## config.mk

```make
export PLATFORM = sky130hd
export DESIGN_NAME = mesh_ring_route_path_generator
export DESIGN_NICKNAME = d
export VERILOG_FILES = /design/src/mrrp_pkg.sv /design/src/mrrp_cfg.sv /design/src/mrrp_div.sv /design/src/mesh_ring_route_path_generator.sv
export SDC_FILE = /design/constraint.sdc
export NUM_CORES = 1
export LEC_CHECK = 0
export BUFFER_PORTS_ARGS = -buffer_cell sky130_fd_sc_hd__buf_4
export CORE_ASPECT_RATIO = 1.1
export CORE_MARGIN = 8
export CORE_UTILIZATION = 40
export DETAILED_ROUTE_END_ITERATION = 12
export GPL_TIMING_DRIVEN = 0
export MAX_ROUTING_LAYER = met4
export PLACE_DENSITY = 0.55
export SLEW_MARGIN = 15
export SYNTH_ARGS = -nofsm -noshare
export SYNTH_HDL_FRONTEND = slang
export SYNTH_SLANG_ARGS = --single-unit
```

## constraint.sdc

```tcl
create_clock -name clk -period 16.2 [get_ports clk]
set_clock_uncertainty 0.15 [all_clocks]
set_input_delay 0 -clock clk [delete_from_list [all_inputs] [get_ports clk]]
set_output_delay 0 -clock clk [all_outputs]
set_load 0.01 [all_outputs]
```

## src/mrrp_pkg.sv

```systemverilog
// shared types and constants for the route path generator
`timescale 1ns / 1ps
`default_nettype none

package mrrp_pkg;

  localparam int MAX_NODES = 64;
  localparam int NODE_W    = $clog2(MAX_NODES);
  localparam int CFG_W     = 7;
  localparam int LIMIT_W   = 7;
  localparam int ADDR_W    = 4;
  localparam int DIV_STEPS = NODE_W;
  localparam int CNT_W     = $clog2(DIV_STEPS);

  // register indexes, taken from paddr[3:2]
  localparam logic [1:0] REG_TOPO_KIND  = 2'd0;
  localparam logic [1:0] REG_MESH_COLS  = 2'd1;
  localparam logic [1:0] REG_RING_NODES = 2'd2;

  // topology selector
  localparam logic KIND_RING = 1'b0;
  localparam logic KIND_MESH = 1'b1;

  typedef struct packed {
    logic             topo_kind;
    logic [CFG_W-1:0] mesh_cols;
    logic [CFG_W-1:0] ring_nodes;
  } cfg_t;

  typedef struct packed {
    logic              start;
    logic [NODE_W-1:0] dividend;
    logic [CFG_W-1:0]  divisor;
  } div_req_t;

  typedef struct packed {
    logic              done;
    logic [NODE_W-1:0] quot;
    logic [NODE_W-1:0] rem;
  } div_rsp_t;

endpackage

`default_nettype wire

```

## src/mrrp_cfg.sv

```systemverilog
// configuration register file with apb-style access
`timescale 1ns / 1ps
`default_nettype none

module mrrp_cfg (
  input  wire logic                          clk,
  input  wire logic                          rst_n,
  input  wire logic                          psel,
  input  wire logic                          penable,
  input  wire logic                          pwrite,
  input  wire logic [mrrp_pkg::ADDR_W-1:0]   paddr,
  input  wire logic [31:0]                   pwdata,
  output logic      [31:0]                   prdata,
  output logic                               pready,
  output mrrp_pkg::cfg_t                     cfg
);

  logic                        topo_kind_r, topo_kind_nxt;
  logic [mrrp_pkg::CFG_W-1:0]  mesh_cols_r, mesh_cols_nxt;
  logic [mrrp_pkg::CFG_W-1:0]  ring_nodes_r, ring_nodes_nxt;
  logic                        wr_en;
  logic [1:0]                  reg_idx;

  assign pready  = 1'b1;
  assign wr_en   = psel & penable & pwrite;
  assign reg_idx = paddr[3:2];

  always_comb begin
    topo_kind_nxt  = topo_kind_r;
    mesh_cols_nxt  = mesh_cols_r;
    ring_nodes_nxt = ring_nodes_r;
    if (wr_en) begin
      unique case (reg_idx)
        mrrp_pkg::REG_TOPO_KIND:  topo_kind_nxt  = pwdata[0];
        mrrp_pkg::REG_MESH_COLS:  mesh_cols_nxt  = pwdata[mrrp_pkg::CFG_W-1:0];
        mrrp_pkg::REG_RING_NODES: ring_nodes_nxt = pwdata[mrrp_pkg::CFG_W-1:0];
        default: ;
      endcase
    end
  end

  always_ff @(posedge clk) begin
    if (!rst_n) begin
      topo_kind_r  <= mrrp_pkg::KIND_RING;
      mesh_cols_r  <= mrrp_pkg::CFG_W'(8);
      ring_nodes_r <= mrrp_pkg::CFG_W'(16);
    end else begin
      topo_kind_r  <= topo_kind_nxt;
      mesh_cols_r  <= mesh_cols_nxt;
      ring_nodes_r <= ring_nodes_nxt;
    end
  end

  always_comb begin
    unique case (reg_idx)
      mrrp_pkg::REG_TOPO_KIND:  prdata = {31'd0, topo_kind_r};
      mrrp_pkg::REG_MESH_COLS:  prdata = {{(32-mrrp_pkg::CFG_W){1'b0}}, mesh_cols_r};
      mrrp_pkg::REG_RING_NODES: prdata = {{(32-mrrp_pkg::CFG_W){1'b0}}, ring_nodes_r};
      default:                  prdata = 32'd0;
    endcase
  end

  assign cfg.topo_kind  = topo_kind_r;
  assign cfg.mesh_cols  = mesh_cols_r;
  assign cfg.ring_nodes = ring_nodes_r;

endmodule

`default_nettype wire

```

## src/mrrp_div.sv

```systemverilog
// shared restoring divider, one quotient bit per cycle
`timescale 1ns / 1ps
`default_nettype none

module mrrp_div (
  input  wire logic                clk,
  input  wire logic                rst_n,
  input  wire mrrp_pkg::div_req_t  req,
  output mrrp_pkg::div_rsp_t       rsp
);

  logic                              busy_r, busy_nxt;
  logic                              done_r, done_nxt;
  logic [mrrp_pkg::CNT_W-1:0]        cnt_r, cnt_nxt;
  logic [mrrp_pkg::NODE_W-1:0]       num_r, num_nxt;
  logic [mrrp_pkg::NODE_W-1:0]       quo_r, quo_nxt;
  logic [mrrp_pkg::CFG_W-1:0]        rem_r, rem_nxt;
  logic [mrrp_pkg::CFG_W-1:0]        den_r, den_nxt;
  logic [mrrp_pkg::CFG_W:0]          trial;
  logic [mrrp_pkg::CFG_W:0]          diff;
  logic                              fits;

  // one trial subtract per cycle
  assign trial = {rem_r, num_r[mrrp_pkg::NODE_W-1]};
  assign diff  = trial - {1'b0, den_r};
  assign fits  = trial >= {1'b0, den_r};

  always_comb begin
    busy_nxt = busy_r;
    done_nxt = 1'b0;
    cnt_nxt  = cnt_r;
    num_nxt  = num_r;
    quo_nxt  = quo_r;
    rem_nxt  = rem_r;
    den_nxt  = den_r;
    if (req.start) begin
      busy_nxt = 1'b1;
      cnt_nxt  = '0;
      num_nxt  = req.dividend;
      quo_nxt  = '0;
      rem_nxt  = '0;
      den_nxt  = req.divisor;
    end else if (busy_r) begin
      num_nxt = {num_r[mrrp_pkg::NODE_W-2:0], 1'b0};
      quo_nxt = {quo_r[mrrp_pkg::NODE_W-2:0], fits};
      rem_nxt = fits ? diff[mrrp_pkg::CFG_W-1:0] : trial[mrrp_pkg::CFG_W-1:0];
      cnt_nxt = cnt_r + 1'b1;
      if (cnt_r == mrrp_pkg::CNT_W'(mrrp_pkg::DIV_STEPS - 1)) begin
        busy_nxt = 1'b0;
        done_nxt = 1'b1;
      end
    end
  end

  always_ff @(posedge clk) begin
    if (!rst_n) begin
      busy_r <= 1'b0;
      done_r <= 1'b0;
      cnt_r  <= '0;
    end else begin
      busy_r <= busy_nxt;
      done_r <= done_nxt;
      cnt_r  <= cnt_nxt;
    end
  end

  always_ff @(posedge clk) begin
    num_r <= num_nxt;
    quo_r <= quo_nxt;
    rem_r <= rem_nxt;
    den_r <= den_nxt;
  end

  // remainder never exceeds the dividend, so it fits a node id
  assign rsp.done = done_r;
  assign rsp.quot = quo_r;
  assign rsp.rem  = rem_r[mrrp_pkg::NODE_W-1:0];

endmodule

`default_nettype wire

```

## src/mesh_ring_route_path_generator.sv

```systemverilog
// top level: route path generator for ring or xy mesh
//
// usage:
//   in_* channel takes one request: source node, destination node and path
//   limit. out_* channel returns the route as one item per node, source
//   first, destination last (tlast set). hop_index counts from 0. if the
//   route needs path_limit hops or more (or 64+), one item with tuser set
//   and zero payload is returned instead, with tlast set.
//   cfg_* is an apb-style port: topo_kind at 0x0, mesh_cols at 0x4,
//   ring_nodes at 0x8; write only while no request is in flight.
// sequence:
//   a request splits source and destination in turn through one shared
//   bit-serial divider (row/col in mesh mode, mod n in ring mode), then
//   plans the route, then emits the route items in order, source first.
//   the next request can be taken in the same cycle that the last item
//   first sits in the output register.
// reset: synchronous, active low; registers return to ring mode, 8 columns,
//   16 ring nodes, and the sequencer goes idle with no item pending.
// stall: while out_tready is low the output register holds and the walk
//   pauses; no item is dropped.
`timescale 1ns / 1ps
`default_nettype none

module mesh_ring_route_path_generator (
  input  wire logic        clk,
  input  wire logic        rst_n,
  // request: [5:0] source_node, [11:6] dest_node, [18:12] path_limit
  input  wire logic        in_tvalid,
  output logic             in_tready,
  input  wire logic [23:0] in_tdata,
  // result: [5:0] hop_node, [11:6] hop_index
  output logic             out_tvalid,
  input  wire logic        out_tready,
  output logic [15:0]      out_tdata,
  output logic             out_tlast,
  // result: [0] too_long
  output logic             out_tuser,
  input  wire logic        cfg_psel,
  input  wire logic        cfg_penable,
  input  wire logic        cfg_pwrite,
  input  wire logic [3:0]  cfg_paddr,
  input  wire logic [31:0] cfg_pwdata,
  output logic [31:0]      cfg_prdata,
  output logic             cfg_pready
);

  localparam int NW = mrrp_pkg::NODE_W;
  localparam int CW = mrrp_pkg::CFG_W;
  localparam int LW = mrrp_pkg::LIMIT_W;

  typedef enum logic [4:0] {
    S_IDLE    = 5'b00001,
    S_DIV_SRC = 5'b00010,
    S_DIV_DST = 5'b00100,
    S_PLAN    = 5'b01000,
    S_EMIT    = 5'b10000
  } state_t;

  mrrp_pkg::cfg_t     cfg;
  mrrp_pkg::div_req_t div_req;
  mrrp_pkg::div_rsp_t div_rsp;

  state_t          state_r, state_nxt;
  logic [NW-1:0]   dst_r, dst_nxt;
  logic [LW-1:0]   limit_r, limit_nxt;
  logic [NW-1:0]   q_src_r, q_src_nxt;
  logic [NW-1:0]   r_src_r, r_src_nxt;
  logic [NW-1:0]   q_dst_r, q_dst_nxt;
  logic [NW-1:0]   r_dst_r, r_dst_nxt;
  logic            err_r, err_nxt;
  logic [NW-1:0]   hops_r, hops_nxt;
  logic [NW-1:0]   k_r, k_nxt;
  logic [NW-1:0]   node_r, node_nxt;
  logic [NW-1:0]   dc_rem_r, dc_rem_nxt;
  logic            col_up_r, col_up_nxt;
  logic            row_up_r, row_up_nxt;
  logic            go_cw_r, go_cw_nxt;
  logic            mesh_r, mesh_nxt;

  logic            ovalid_r, ovalid_nxt;
  logic [NW-1:0]   onode_r, onode_nxt;
  logic [NW-1:0]   oidx_r, oidx_nxt;
  logic            olast_r, olast_nxt;
  logic            oerr_r, oerr_nxt;

  logic [CW-1:0]   cols_eff;
  logic [CW-1:0]   ring_n;
  logic [NW-1:0]   ring_top;
  logic            in_acc;
  logic            slot_free;

  // route planning terms
  logic [NW-1:0]   dc, dr;
  logic [CW-1:0]   hops_mesh;
  logic [CW-1:0]   cw_dist, ccw_dist;
  logic [CW-1:0]   hops_ring;
  logic [CW-1:0]   hops_all;
  logic            ring_cw;
  logic            too_long;
  logic [NW-1:0]   next_node;

  mrrp_cfg u_cfg (
    .clk     (clk),
    .rst_n   (rst_n),
    .psel    (cfg_psel),
    .penable (cfg_penable),
    .pwrite  (cfg_pwrite),
    .paddr   (cfg_paddr),
    .pwdata  (cfg_pwdata),
    .prdata  (cfg_prdata),
    .pready  (cfg_pready),
    .cfg     (cfg)
  );

  mrrp_div u_div (
    .clk   (clk),
    .rst_n (rst_n),
    .req   (div_req),
    .rsp   (div_rsp)
  );

  // zero columns behaves as one; ring size clamps to 2..MAX_NODES
  assign cols_eff = (cfg.mesh_cols == '0) ? CW'(1) : cfg.mesh_cols;
  always_comb begin
    priority if (cfg.ring_nodes < CW'(2)) begin
      ring_n = CW'(2);
    end else if (cfg.ring_nodes > CW'(mrrp_pkg::MAX_NODES)) begin
      ring_n = CW'(mrrp_pkg::MAX_NODES);
    end else begin
      ring_n = cfg.ring_nodes;
    end
  end
  assign ring_top = NW'(ring_n - CW'(1));

  assign in_tready = (state_r == S_IDLE);
  assign in_acc    = in_tvalid & in_tready;
  assign slot_free = ~ovalid_r | out_tready;

  // mesh: row = quotient, col = remainder
  assign dc        = (r_dst_r >= r_src_r) ? r_dst_r - r_src_r : r_src_r - r_dst_r;
  assign dr        = (q_dst_r >= q_src_r) ? q_dst_r - q_src_r : q_src_r - q_dst_r;
  assign hops_mesh = {1'b0, dc} + {1'b0, dr};

  // ring: ids already reduced mod n by the divider
  assign cw_dist   = (r_dst_r >= r_src_r) ? CW'(r_dst_r - r_src_r)
                                          : CW'(r_dst_r) + ring_n - CW'(r_src_r);
  assign ccw_dist  = (cw_dist == '0) ? '0 : ring_n - cw_dist;
  assign ring_cw   = (cw_dist <= ccw_dist);
  assign hops_ring = ring_cw ? cw_dist : ccw_dist;

  assign hops_all  = mesh_r ? hops_mesh : hops_ring;
  assign too_long  = (hops_all >= limit_r) || (hops_all >= CW'(mrrp_pkg::MAX_NODES));

  // next node of the walk; mesh ids wrap mod MAX_NODES naturally in NW bits
  always_comb begin
    if (mesh_r) begin
      if (dc_rem_r != '0) begin
        next_node = col_up_r ? node_r + NW'(1) : node_r - NW'(1);
      end else begin
        next_node = row_up_r ? node_r + cols_eff[NW-1:0] : node_r - cols_eff[NW-1:0];
      end
    end else if (go_cw_r) begin
      next_node = (node_r == ring_top) ? '0 : node_r + NW'(1);
    end else begin
      next_node = (node_r == '0) ? ring_top : node_r - NW'(1);
    end
  end

  always_comb begin
    state_nxt  = state_r;
    dst_nxt    = dst_r;
    limit_nxt  = limit_r;
    q_src_nxt  = q_src_r;
    r_src_nxt  = r_src_r;
    q_dst_nxt  = q_dst_r;
    r_dst_nxt  = r_dst_r;
    err_nxt    = err_r;
    hops_nxt   = hops_r;
    k_nxt      = k_r;
    node_nxt   = node_r;
    dc_rem_nxt = dc_rem_r;
    col_up_nxt = col_up_r;
    row_up_nxt = row_up_r;
    go_cw_nxt  = go_cw_r;
    mesh_nxt   = mesh_r;
    ovalid_nxt = ovalid_r & ~out_tready;
    onode_nxt  = onode_r;
    oidx_nxt   = oidx_r;
    olast_nxt  = olast_r;
    oerr_nxt   = oerr_r;

    div_req.start    = 1'b0;
    div_req.dividend = in_tdata[NW-1:0];
    div_req.divisor  = (cfg.topo_kind == mrrp_pkg::KIND_MESH) ? cols_eff : ring_n;

    unique case (state_r)
      S_IDLE: begin
        if (in_acc) begin
          dst_nxt       = in_tdata[2*NW-1:NW];
          limit_nxt     = in_tdata[2*NW+LW-1:2*NW];
          mesh_nxt      = (cfg.topo_kind == mrrp_pkg::KIND_MESH);
          div_req.start = 1'b1;
          state_nxt     = S_DIV_SRC;
        end
      end
      S_DIV_SRC: begin
        div_req.dividend = dst_r;
        if (div_rsp.done) begin
          q_src_nxt     = div_rsp.quot;
          r_src_nxt     = div_rsp.rem;
          div_req.start = 1'b1;
          state_nxt     = S_DIV_DST;
        end
      end
      S_DIV_DST: begin
        if (div_rsp.done) begin
          q_dst_nxt = div_rsp.quot;
          r_dst_nxt = div_rsp.rem;
          state_nxt = S_PLAN;
        end
      end
      S_PLAN: begin
        err_nxt    = too_long;
        hops_nxt   = hops_all[NW-1:0];
        k_nxt      = '0;
        // in mesh mode row*cols+col is the source id itself
        node_nxt   = mesh_r ? NW'(q_src_r * cols_eff + CW'(r_src_r)) : r_src_r;
        dc_rem_nxt = dc;
        col_up_nxt = (r_dst_r > r_src_r);
        row_up_nxt = (q_dst_r > q_src_r);
        go_cw_nxt  = ring_cw;
        state_nxt  = S_EMIT;
      end
      S_EMIT: begin
        if (slot_free) begin
          ovalid_nxt = 1'b1;
          if (err_r) begin
            onode_nxt = '0;
            oidx_nxt  = '0;
            olast_nxt = 1'b1;
            oerr_nxt  = 1'b1;
            state_nxt = S_IDLE;
          end else begin
            onode_nxt = node_r;
            oidx_nxt  = k_r;
            olast_nxt = (k_r == hops_r);
            oerr_nxt  = 1'b0;
            node_nxt  = next_node;
            k_nxt     = k_r + NW'(1);
            if (mesh_r && dc_rem_r != '0) begin
              dc_rem_nxt = dc_rem_r - NW'(1);
            end
            if (k_r == hops_r) begin
              state_nxt = S_IDLE;
            end
          end
        end
      end
      default: state_nxt = S_IDLE;
    endcase
  end

  always_ff @(posedge clk) begin
    if (!rst_n) begin
      state_r  <= S_IDLE;
      ovalid_r <= 1'b0;
    end else begin
      state_r  <= state_nxt;
      ovalid_r <= ovalid_nxt;
    end
  end

  always_ff @(posedge clk) begin
    dst_r    <= dst_nxt;
    limit_r  <= limit_nxt;
    q_src_r  <= q_src_nxt;
    r_src_r  <= r_src_nxt;
    q_dst_r  <= q_dst_nxt;
    r_dst_r  <= r_dst_nxt;
    err_r    <= err_nxt;
    hops_r   <= hops_nxt;
    k_r      <= k_nxt;
    node_r   <= node_nxt;
    dc_rem_r <= dc_rem_nxt;
    col_up_r <= col_up_nxt;
    row_up_r <= row_up_nxt;
    go_cw_r  <= go_cw_nxt;
    mesh_r   <= mesh_nxt;
    onode_r  <= onode_nxt;
    oidx_r   <= oidx_nxt;
    olast_r  <= olast_nxt;
    oerr_r   <= oerr_nxt;
  end

  assign out_tvalid = ovalid_r;
  assign out_tdata  = {{(16 - 2*NW){1'b0}}, oidx_r, onode_r};
  assign out_tlast  = olast_r;
  assign out_tuser  = oerr_r;

endmodule

`default_nettype wire
```

==> qor.txt, run 1 <==
CLOCKING
-----------------------------------------------------------------------------------------------
Cts-stage hold buffer count ......................................................           33
Quantity of gates resized following cts ..........................................            0
Level count of the clock H-tree ..................................................            4
Clock latency reported for the late side of the worst-skew pair ..................      0.42 ns
Clock input transition at the sequential cells of the worst setup and hold paths .      0.07 ns
Clock buffers created by TritonCTS ...............................................           17
Bufs on Longest Clock Path .......................................................            2
Clk root buf .....................................................................    clkbuf_16
TritonCTS clock tree .............................................................          yes
CTS Sinks ........................................................................          132
Number of buffers added for setup after CTS ......................................            0

FINISH
-----------------------------------------------------------------------------------------------
Commonest non-fill, non-tap cell in the layout ...................................        inv_1
Layout Utilization ...............................................................       48.29%
Commonest cells after routing, fill and taps aside ............................... 106 x inv_1, 93 x edfxtp_1, 89 x buf_4, 89 x ha_1, 83 x nor2_1
Antenna diodes ...................................................................            0
Share of final-layout standard cells stronger than drive strength 1 ..............       13.34%
Non-Filler Cell Area, Final ......................................................    11860 um2
Area of the multi-input gates ....................................................     5742 um2
Post-layout nets .................................................................         1356
# fillers ........................................................................         2343
Register area ....................................................................     3573 um2
Layout-stage area growth over the synthesis result ...............................       18.45%

STA
-----------------------------------------------------------------------------------------------
Final Slew Violations ............................................................            0
Slew @ Worst Pin .................................................................     1.079 ns
Setup TNS ........................................................................         0 ns
Final hold vios ..................................................................            0
Crit share post-route ............................................................       52.04%
Remaining max-slew budget at the tightest pin ....................................       27.81%
Maximum frequency from static timing analysis ....................................    118.6 MHz
Hold_ws ..........................................................................    0.1367 ns
Shortest period the worst path allows ............................................     8.430 ns
Final setup viols ................................................................            0
Unrepaired setup endpoints after global routing ..................................        false
Fin worst setup slack ............................................................     7.770 ns

JOB
-----------------------------------------------------------------------------------------------
Count of maximum capacitance violations ..........................................            0

CRITICAL PATH
-----------------------------------------------------------------------------------------------
Type of the worst setup path ..................................................... flip-flop to flip-flop
CP max stage delay ...............................................................      0.84 ns
Required arrival time at the worst endpoint ......................................     16.22 ns
Element type at the critical path start ..........................................    flip-flop
Crit path max-delay family ....................................................... compound AO/OA/AOI/OAI gates
Capturing element type of the critical path ......................................    flip-flop
Combined buffer and inverter count along the critical path .......................            4
Data arrival time of the critical path ...........................................      8.45 ns
Maximum net fanout on the critical path ..........................................           10
Worst path slowest cell ..........................................................     o21bai_1

DRT
-----------------------------------------------------------------------------------------------
Number of antenna-violating nets in the routed design ............................            0
Total length of routed met3 wires ................................................       763 um
Average via count per standard cell ..............................................        5.085
Initial DRC Count ................................................................          408
Vias after detailed routing ......................................................         7638
Drt drc ..........................................................................            0
Top sig layer ....................................................................         met4
Sum of routed wire segments on met1 ..............................................     11.42 mm
Iteration count of the initial detailed-routing pass .............................            4
Wirelength, routed ...............................................................     25.05 mm
DR WL met2 .......................................................................     12.33 mm
Average wire length per cell after detail routing ................................     16.68 um

SYNTHESIS
-----------------------------------------------------------------------------------------------
Mean Syn Cell Area ...............................................................    9.605 um2
Async S/R FF share, synth ........................................................           0%
Cell count after synthesis .......................................................         1042
Post-Synthesis Cell Area .........................................................    10010 um2
Number of distinct library cells after synthesis .................................           80
Seq cells post-synth .............................................................          132
Most used DFF post-synth .........................................................     edfxtp_1
Yosys warnings ...................................................................            0
Seq/Total Area, Yosys ............................................................       35.70%
EDFF count, synth ................................................................           93

GRT
-----------------------------------------------------------------------------------------------
Global-route usage over all layers ...............................................       17.31%
Antenna violations before repair .................................................            0
First-pass GRT wire length .......................................................     40.78 mm
Vias in the first global route ...................................................         7683
Pin count of the biggest net entering global routing .............................           17
GR Overflow Total ................................................................            0

PWR
-----------------------------------------------------------------------------------------------
Power density normalized to cell area ............................................ 74.95 nW/um2
Leakage ..........................................................................     5.078 nW
Highest ir drop seen on vdd ...................................................... 0.00006205 V

WORST HOLD PATH
-----------------------------------------------------------------------------------------------
Class of the tightest hold or removal check ...................................... input port to flip-flop

FLOORPLAN
-----------------------------------------------------------------------------------------------
Number of standard-cell rows in the floorplan ....................................           60
Placeable core region ............................................................    24550 um2
IO Count .........................................................................          120
Starting utilization of the core area ............................................       40.77%
Horizontal die dimension .........................................................     166.8 um
Floorplan die height .............................................................     181.9 um
Total Die Area ...................................................................    30340 um2

PLACE
-----------------------------------------------------------------------------------------------
DP Wirelength ....................................................................     19.64 mm
Number of port buffers ...........................................................           57
Post-detailed-placement cell area ................................................    10940 um2
RePlAce Congestion ...............................................................       0.8994
Pre-CTS WS .......................................................................     7.940 ns

STATUS
-----------------------------------------------------------------------------------------------
Status ...........................................................................    completed

## registers in the layout (all words and copies together) (netlist names), 7 cells and up
name	flops
limit_r	7
u_cfg.mesh_cols_r	7
u_cfg.ring_nodes_r	7
u_div.den_r	7
u_div.rem_r	7
## where the power goes
group / internal, mW / switching, mW
Combinational: 0.0552 / 0.0604
Sequential: 0.375 / 0.0101
Clock: 0.220 / 0.168
## worst paths after layout
path / from / to / slack, ns / cells after the start
min reg2reg: u_div.rem_r[6] / u_div.rem_r[6] / 0.33 / 2
max: u_cfg.ring_nodes_r[3] / err_r / 7.77 / 34
min: in_tdata[11] / dst_r[5] / 0.14 / 2
max reg2reg: u_cfg.ring_nodes_r[3] / err_r / 7.77 / 34
## layer usage
metal / global-route usage, % / vias up
met4: 4.760 / 0
met2: 29.80 / 143
met5: - / -
li1: - / 3836
met1: 20.74 / 3622
met3: 2.711 / 37
## cells by family (layout without fill, tap and decap cells)
kind of cell    after synthesis  count (layout)  share of synthesized area (%)
simple gates                282             282                          14.39
compound gates              203             203                          13.83
buf+inv                     179             301                          8.113
flops                       132             132                          35.70
fa+ha+maj                   110             110                          15.33
xor+xnor                     82              82                          7.176
mux                          52              52                          5.388
other cells                   2              30                        0.07504
## layout make-up
class	count	area share (%)
flip-flops and latches	132	30.14
clock buffers	18	3.704
clock inverters	14	1.203
repair buffers	90	6.396
inverters	109	3.451
well taps	310	3.272
multi-input cells	759	48.43
plain buffers	70	3.398
## cells in the mapped netlist (all sizes together), types with 6 or more instances
cell type / n / area share (%)
nor2b: 40 / 2.5
nor3: 11 / 0.60
mux2i: 43 / 4.3
clkbuf: 28 / 1.1
nand2b: 14 / 0.88
xor2: 29 / 2.5
or3: 6 / 0.38
inv: 108 / 4.1
a31oi: 7 / 0.44
dfxtp: 39 / 7.8
nor2: 83 / 3.1
and2: 6 / 0.40
a211oi: 18 / 1.4
a21oi: 53 / 2.7
o21ai: 42 / 2.1
fa: 21 / 4.2
o211ai: 9 / 0.95
mux2: 9 / 1.1
nand4: 6 / 0.44
nand3: 15 / 0.88
o31ai: 7 / 0.53
o21a: 9 / 0.68
or2: 6 / 0.40
nor3b: 9 / 0.68
xnor2: 53 / 4.6
a22o: 7 / 0.61
buf: 42 / 3.0
ha: 89 / 11
nand2: 66 / 2.5
edfxtp: 93 / 28
a21o: 16 / 1.2
## per-stage QoR
| step | power [mW] | instances |
|---|---|---|
| after floorplan | 0.4695 | 1070 |
| final | 0.8885 | 1502 |
| after detailed placement | 0.5008 | 1437 |
| after CTS | 0.8958 | 1502 |
| after global routing | 0.9247 | 1502 |
| after global placement | 0.4990 | 1437 |
Note: power is estimated with default switching activity, not from simulation.
==> run 2: changes to the inputs <==
--- a/config.mk
+++ b/config.mk
@@ -12,7 +12,7 @@
 export DETAILED_ROUTE_END_ITERATION = 12
 export GPL_TIMING_DRIVEN = 0
 export MAX_ROUTING_LAYER = met4
-export PLACE_DENSITY = 0.55
+export PLACE_DENSITY = 0.58
 export SLEW_MARGIN = 15
 export SYNTH_ARGS = -nofsm -noshare
 export SYNTH_HDL_FRONTEND = slang
==> constraint.sdc (replaced) <==
create_clock -name clk -period 7.55 [get_ports clk]
set_clock_uncertainty 0.15 [all_clocks]
set_input_delay 0 -clock clk [delete_from_list [all_inputs] [get_ports clk]]
set_output_delay 0 -clock clk [all_outputs]
set_load 0.01 [all_outputs]
==> qor.txt, run 2 (synthesis results as in run 1) <==
PWR
-----------------------------------------------------------------------------------------------
Internal Dissipation .............................................................     1.391 mW
Power density normalized to cell area ............................................ 157.6 nW/um2
Highest ir drop seen on vdd ......................................................  0.0001328 V
Power share of the clock group ...................................................        43.1%
Leakage ..........................................................................     5.159 nW
Switching component of the power .................................................    0.5072 mW
Switching share of total power ...................................................       26.71%
Logic pwr share ..................................................................        13.4%
Sequential cell fraction of total power ..........................................        43.5%

FLOORPLAN
-----------------------------------------------------------------------------------------------
Number of standard-cell rows in the floorplan ....................................           60
Floorplan die height .............................................................     181.9 um
Horizontal die dimension .........................................................     166.8 um
Starting utilization of the core area ............................................       40.77%
Placeable core region ............................................................    24550 um2
Total Die Area ...................................................................    30340 um2
IO Count .........................................................................          120

DRT
-----------------------------------------------------------------------------------------------
Number of antenna-violating nets in the routed design ............................            0
Average wire length per cell after detail routing ................................     16.30 um
Iteration count of the initial detailed-routing pass .............................            5
Vias after detailed routing ......................................................         7667
Drt drc ..........................................................................            0
Initial DRC Count ................................................................          375
Average via count per standard cell ..............................................        5.074
Wirelength, routed ...............................................................     24.62 mm

STA
-----------------------------------------------------------------------------------------------
Final Slew Violations ............................................................            0
Shortest period the worst path allows ............................................     7.123 ns
Final setup viols ................................................................            0
Crit share post-route ............................................................       94.35%
Final hold vios ..................................................................            0
Remaining max-slew budget at the tightest pin ....................................       28.70%
Maximum frequency from static timing analysis ....................................    140.4 MHz
Slew @ Worst Pin .................................................................     1.066 ns

GRT
-----------------------------------------------------------------------------------------------
Pin count of the biggest net entering global routing .............................           17
Global-route usage over all layers ...............................................       16.62%
GR Overflow Total ................................................................            0
Antenna violations before repair .................................................            0
First-pass GRT wire length .......................................................     39.10 mm
Vias in the first global route ...................................................         7569

WORST HOLD PATH
-----------------------------------------------------------------------------------------------
Worst hold path depth ............................................................            5
Class of the tightest hold or removal check ...................................... input port to flip-flop
Beginning of the worst hold path ................................................. cfg_paddr[3]
Destination of the worst hold path ............................................... u_cfg.mesh_cols_r[3]

CRITICAL PATH
-----------------------------------------------------------------------------------------------
Combined buffer and inverter count along the critical path .......................            3
R2r setup slk ....................................................................      0.43 ns
Cell mode on critical path .......................................................         fa_1
CP max stage delay ...............................................................      0.53 ns
R2R Path Start ................................................................... u_cfg.ring_nodes_r[3]
Worst path slowest cell ..........................................................         fa_1
Critical register-to-register path endpoint ......................................        err_r
Worst r2r path cells .............................................................           33
Capturing element type of the critical path ......................................    flip-flop
Type of the worst setup path ..................................................... flip-flop to flip-flop
Data arrival time of the critical path ...........................................      7.14 ns
Element type at the critical path start ..........................................    flip-flop
Maximum net fanout on the critical path ..........................................            7
Crit path max-delay family ....................................................... compound AO/OA/AOI/OAI gates
Required arrival time at the worst endpoint ......................................      7.57 ns

PLACE
-----------------------------------------------------------------------------------------------
Total instance count after detailed placement ....................................         1437
DP Wirelength ....................................................................     19.10 mm
Post-detailed-placement cell area ................................................    10940 um2
RePlAce Congestion ...............................................................       0.9062
Number of port buffers ...........................................................           57

FINISH
-----------------------------------------------------------------------------------------------
Antenna diodes ...................................................................            0
Commonest non-fill, non-tap cell in the layout ...................................        inv_1
Commonest cells after routing, fill and taps aside ............................... 105 x inv_1, 101 x buf_4, 93 x edfxtp_1, 88 x ha_1, 83 x nor2_1
Non-Filler Cell Area, Final ......................................................    12050 um2
# fillers ........................................................................         2322
Non-Filler Instances .............................................................         1511
Layout-stage area growth over the synthesis result ...............................       20.40%
Share of final-layout standard cells stronger than drive strength 1 ..............       16.07%
Post-layout nets .................................................................         1365

STATUS
-----------------------------------------------------------------------------------------------
Status ...........................................................................    completed

CLOCKING
-----------------------------------------------------------------------------------------------
Bufs on Longest Clock Path .......................................................            2
TritonCTS clock tree .............................................................          yes
Clock latency reported for the late side of the worst-skew pair ..................      0.43 ns
CTS Sinks ........................................................................          132
Clock buffers created by TritonCTS ...............................................           17
Level count of the clock H-tree ..................................................            4
Clock input transition at the sequential cells of the worst setup and hold paths .      0.06 ns
Clk root buf .....................................................................    clkbuf_16

JOB
-----------------------------------------------------------------------------------------------
Count of maximum capacitance violations ..........................................            0

## run 2: cell types whose count changed in the layout (fill, tap and decap cells not counted), moves of 3 or more
cell,previous run,this run
a211oi_1,18,15
a211oi_2,0,3
buf_4,89,101
dfxtp_1,39,36
## run 2: metrics by stage
| stage | hold WS, ns | TNS (ns) | util, % | power [mW] | setup WS [ns] |
|---|---|---|---|---|---|
| 6_report | 0.1065 | 0 | 49.09 | 1.899 | 0.4268 |
| 5_1_grt | 0.1244 | -0.005368 | 49.09 | 1.975 | -0.005368 |
| 4_1_cts | 0.09231 | 0 | 48.52 | 1.910 | 0.04172 |
| 3_5_place_dp | 0.02953 | -0.6681 | 44.58 | 1.073 | -0.6681 |
| 3_3_place_gp | 0.02831 | -0.6472 | 44.52 | 1.069 | -0.6472 |
| 2_1_floorplan | -0.05113 | 0 | - | 1.007 | 0.4086 |
## run 2: worst max path at each step
stage	start	to	slack, ns	cells after the start
floorplan	u_cfg.ring_nodes_r[3]	err_r	0.41	34
global placement	u_cfg.ring_nodes_r[3]	err_r	-0.65	34
detailed placement	u_cfg.ring_nodes_r[3]	err_r	-0.67	34
CTS	u_cfg.ring_nodes_r[3]	err_r	0.04	33
global route	u_cfg.ring_nodes_r[3]	err_r	-0.005	35
finish	u_cfg.ring_nodes_r[3]	err_r	0.43	33
## run 2: timing repair
item	CTS	global route
endpoints found under the setup margin	1	1
hold buffers	31	0
pin swaps	4	19
setup buffers	5	7
gates resized for setup	11	21
endpoints found under the hold margin	42	0
gates cloned	0	0
## run 2: routing by layer
layer	up-vias	track usage, %	routed length [um]
met5	-	-	0
met4	0	5.806	595
met3	33	3.362	1051
met2	166	28.30	12040
met1	3598	19.26	10940
li1	3870	-	-
## run 2: tightest hold or removal path: stages
cell and delay (ns):
buf_4 0.11, nor3b_1 0.05, buf_1 0.25, mux2i_1 0.18, nand2_1 0.06
## run 2: final cells by class
class                      count  area, um2  area share [%]
clock inverter                14      141.4           1.173
clock buffer                  18      429.2           3.561
sequential                   132       3580           29.71
inverter                     109      409.1           3.395
tap                          310      387.9           3.219
buffer                        69      399.1           3.312
timing repair buffer         100      828.3           6.874
multi-input combinational    759       5876           48.76
## run 2: power by group through the flow
| stage | Combinational (mW) | Clock, mW | Sequential, mW |
|---|---|---|---|
| finish | 0.255 | 0.819 | 0.825 |
| detailed placement | 0.232 | 0 | 0.841 |
| CTS | 0.248 | 0.837 | 0.826 |
| floorplan | 0.176 | 0 | 0.832 |
| global route | 0.284 | 0.862 | 0.828 |
| global placement | 0.229 | 0 | 0.840 |
==> run 3: changes to the inputs <==
--- a/config.mk
+++ b/config.mk
@@ -16,4 +16,6 @@
 export SLEW_MARGIN = 15
 export SYNTH_ARGS = -nofsm -noshare
 export SYNTH_HDL_FRONTEND = slang
+export SYNTH_HIERARCHICAL = 1
 export SYNTH_SLANG_ARGS = --single-unit
+export TNS_END_PERCENT = 10
==> qor.txt, run 3 <==
STATUS
-----------------------------------------------------------------------------------------------
Status ...........................................................................    completed

SYNTHESIS
-----------------------------------------------------------------------------------------------
Mean Syn Cell Area ...............................................................    9.580 um2
Async S/R FF share, synth ........................................................           0%
Top cell type by total area after synthesis ......................................     edfxtp_1
Yosys warnings ...................................................................            6
EDFF count, synth ................................................................           93
Seq/Total Area, Yosys ............................................................       35.56%
Cell types with the largest area share after synthesis ........................... edfxtp_1 28%, ha_1 11%, dfxtp_1 7.8%
Most used DFF post-synth .........................................................     edfxtp_1
Seq cells post-synth .............................................................          132
Top-area cell type share of the netlist area .....................................       27.79%
Post-Synthesis Cell Area .........................................................    10050 um2
Top-count cell post-synth ........................................................        inv_1
Cell count after synthesis .......................................................         1049
Number of distinct library cells after synthesis .................................           80
Most instantiated cells after synthesis .......................................... 107 x inv_1, 104 x nand2_1, 93 x edfxtp_1, 89 x ha_1, 79 x nor2_1

PWR
-----------------------------------------------------------------------------------------------
Leakage ..........................................................................     5.403 nW
Highest ir drop seen on vdd ......................................................  0.0001389 V
Power density normalized to cell area ............................................ 159.5 nW/um2

WORST HOLD PATH
-----------------------------------------------------------------------------------------------
Class of the tightest hold or removal check ...................................... input port to flip-flop

DRT
-----------------------------------------------------------------------------------------------
Vias after detailed routing ......................................................         7648
Iteration count of the initial detailed-routing pass .............................            5
Drt drc ..........................................................................            0
Wirelength, routed ...............................................................     24.88 mm
Average via count per standard cell ..............................................        5.018
Number of antenna-violating nets in the routed design ............................            0
Initial DRC Count ................................................................          408
Average wire length per cell after detail routing ................................     16.32 um

STA
-----------------------------------------------------------------------------------------------
Final Slew Violations ............................................................            0
Slew @ Worst Pin .................................................................     1.072 ns
Crit share post-route ............................................................       95.13%
Fin worst setup slack ............................................................    0.3677 ns
Shortest period the worst path allows ............................................     7.182 ns
Maximum frequency from static timing analysis ....................................    139.2 MHz
Final hold vios ..................................................................            0
Remaining max-slew budget at the tightest pin ....................................       28.25%
Final setup viols ................................................................            0

CLOCKING
-----------------------------------------------------------------------------------------------
Clk root buf .....................................................................    clkbuf_16
Clock buffers created by TritonCTS ...............................................           17
Clock latency reported for the late side of the worst-skew pair ..................      0.43 ns
CTS Sinks ........................................................................          132
Clock input transition at the sequential cells of the worst setup and hold paths .      0.07 ns
Bufs on Longest Clock Path .......................................................            2
TritonCTS clock tree .............................................................          yes
Level count of the clock H-tree ..................................................            4

PLACE
-----------------------------------------------------------------------------------------------
DP Wirelength ....................................................................     19.33 mm
Pre-CTS WS .......................................................................   -0.4430 ns
Post-detailed-placement cell area ................................................    10990 um2
Total instance count after detailed placement ....................................         1448
RePlAce Congestion ...............................................................       0.8655
Number of port buffers ...........................................................           57

FINISH
-----------------------------------------------------------------------------------------------
Layout-stage area growth over the synthesis result ...............................       19.95%
Non-Filler Instances .............................................................         1524
Commonest cells after routing, fill and taps aside ............................... 109 x buf_4, 107 x inv_1, 104 x nand2_1, 93 x edfxtp_1, 89 x ha_1
Share of final-layout standard cells stronger than drive strength 1 ..............       16.63%
Commonest non-fill, non-tap cell in the layout ...................................        buf_4
Antenna diodes ...................................................................            0
Non-Filler Cell Area, Final ......................................................    12050 um2
Post-layout nets .................................................................         1373

CRITICAL PATH
-----------------------------------------------------------------------------------------------
Worst path slowest cell ..........................................................         fa_1
Type of the worst setup path ..................................................... flip-flop to flip-flop
Combined buffer and inverter count along the critical path .......................            2
Capturing element type of the critical path ......................................    flip-flop
Maximum net fanout on the critical path ..........................................            5
Crit path max-delay family ....................................................... compound AO/OA/AOI/OAI gates
Required arrival time at the worst endpoint ......................................      7.56 ns
CP max stage delay ...............................................................      0.46 ns
Data arrival time of the critical path ...........................................      7.19 ns
Element type at the critical path start ..........................................    flip-flop

JOB
-----------------------------------------------------------------------------------------------
Count of maximum capacitance violations ..........................................            0

GRT
-----------------------------------------------------------------------------------------------
Pin count of the biggest net entering global routing .............................           17
Antenna violations before repair .................................................            0
First-pass GRT wire length .......................................................     40.26 mm
GR Overflow Total ................................................................            0
Vias in the first global route ...................................................         7649
Global-route usage over all layers ...............................................       17.13%

FLOORPLAN
-----------------------------------------------------------------------------------------------
Horizontal die dimension .........................................................     167.1 um
Starting utilization of the core area ............................................       40.27%
Number of standard-cell rows in the floorplan ....................................           61
Placeable core region ............................................................    24960 um2
Total Die Area ...................................................................    30460 um2
Floorplan die height .............................................................     182.2 um
IO Count .........................................................................          120

run 3: cell count changes in the layout (fill, tap and decap cells not counted), moves of 8 or more:
| cell | delta |
|---|---|
| nand2_1 | +38 |
| a211oi_1 | -10 |
| mux2i_1 | -9 |
| xor2_1 | +8 |
| buf_4 | +8 |
| nor2b_1 | -16 |
run 3: worst reg2reg max path, delay by kind of cell (launching register included):
family          cells  cell delay [ns]
compound gates     15             2.38
xor+xnor            1             0.23
fa+ha+maj           6             1.95
buf+inv             2             0.12
flops               1             0.38
mux                 1             0.37
simple gates        8             1.34
run 3: kinds of logic after synthesis:
group	share of synthesized area, %
buffers and inverters	8.902
other	0.1120
AOI/OAI and AO/OA	13.43
and+or+nand+nor	14.44
muxes	4.880
DFF	35.56
adders and majority gates	15.26
xor gates and xnor gates	7.408
run 3: area by class of cell:
type                    instances  area (um2)
inverters                     107       401.6
plain buffers                  75       489.2
flip-flops and latches        132        3576
multi-input cells             761        5762
well taps                     315       394.1
clock buffers                  19       442.9
repair buffers                102       853.3
clock inverters                13       135.1
fillers                      2338       12900
run 3: path summary, 6_finish.rpt:
path / from / to / slack (ns) / depth (start not counted)
worst max register to register: u_cfg/ring_nodes_r[5] / err_r / 0.37 / 33
worst min-delay path: cfg_psel / u_cfg/mesh_cols_r[0] / 0.14 / 5
worst max-delay path: u_cfg/ring_nodes_r[5] / err_r / 0.37 / 33
worst min register to register: u_div/quo_r[4] / q_dst_r[4] / 0.33 / 0
run 3: report_power, final:
group / internal, mW / total, mW / switching (mW)
sequential: 0.799 / 0.815 / 0.0153
clock: 0.475 / 0.830 / 0.355
combinational: 0.134 / 0.278 / 0.145
run 3: per-stage QoR:
| stage | utilization, % | hold slack (ns) | setup TNS, ns | total power [mW] |
|---|---|---|---|---|
| after floorplan | - | -0.07377 | 0 | 1.019 |
| after global placement | 43.97 | 0.02824 | -0.4206 | 1.082 |
| after detailed placement | 44.02 | 0.02940 | -0.4430 | 1.087 |
| after CTS | 47.83 | 0.1211 | 0 | 1.934 |
| after global routing | 48.30 | 0.1330 | -0.05720 | 2.000 |
| final | 48.30 | 0.1358 | 0 | 1.923 |
run 3: metal layers:
metal / GRT usage [%] / part of all wire [%] / vias up
met4: 6.397 / 2.2 / 0
met3: 2.701 / 3.3 / 26
met2: 29.49 / 51 / 143
li1: - / - / 3852
met1: 19.99 / 44 / 3627
met5: - / 0 / -
run 3: what timing repair did:
action / in CTS / in global routing
gates resized for setup: 5 / 12
setup endpoints to repair: 1 / 1
hold buffers: 35 / 0
buffers inserted: 0 / 10
endpoints found under the hold margin: 45 / 0
pin swaps: 0 / 2
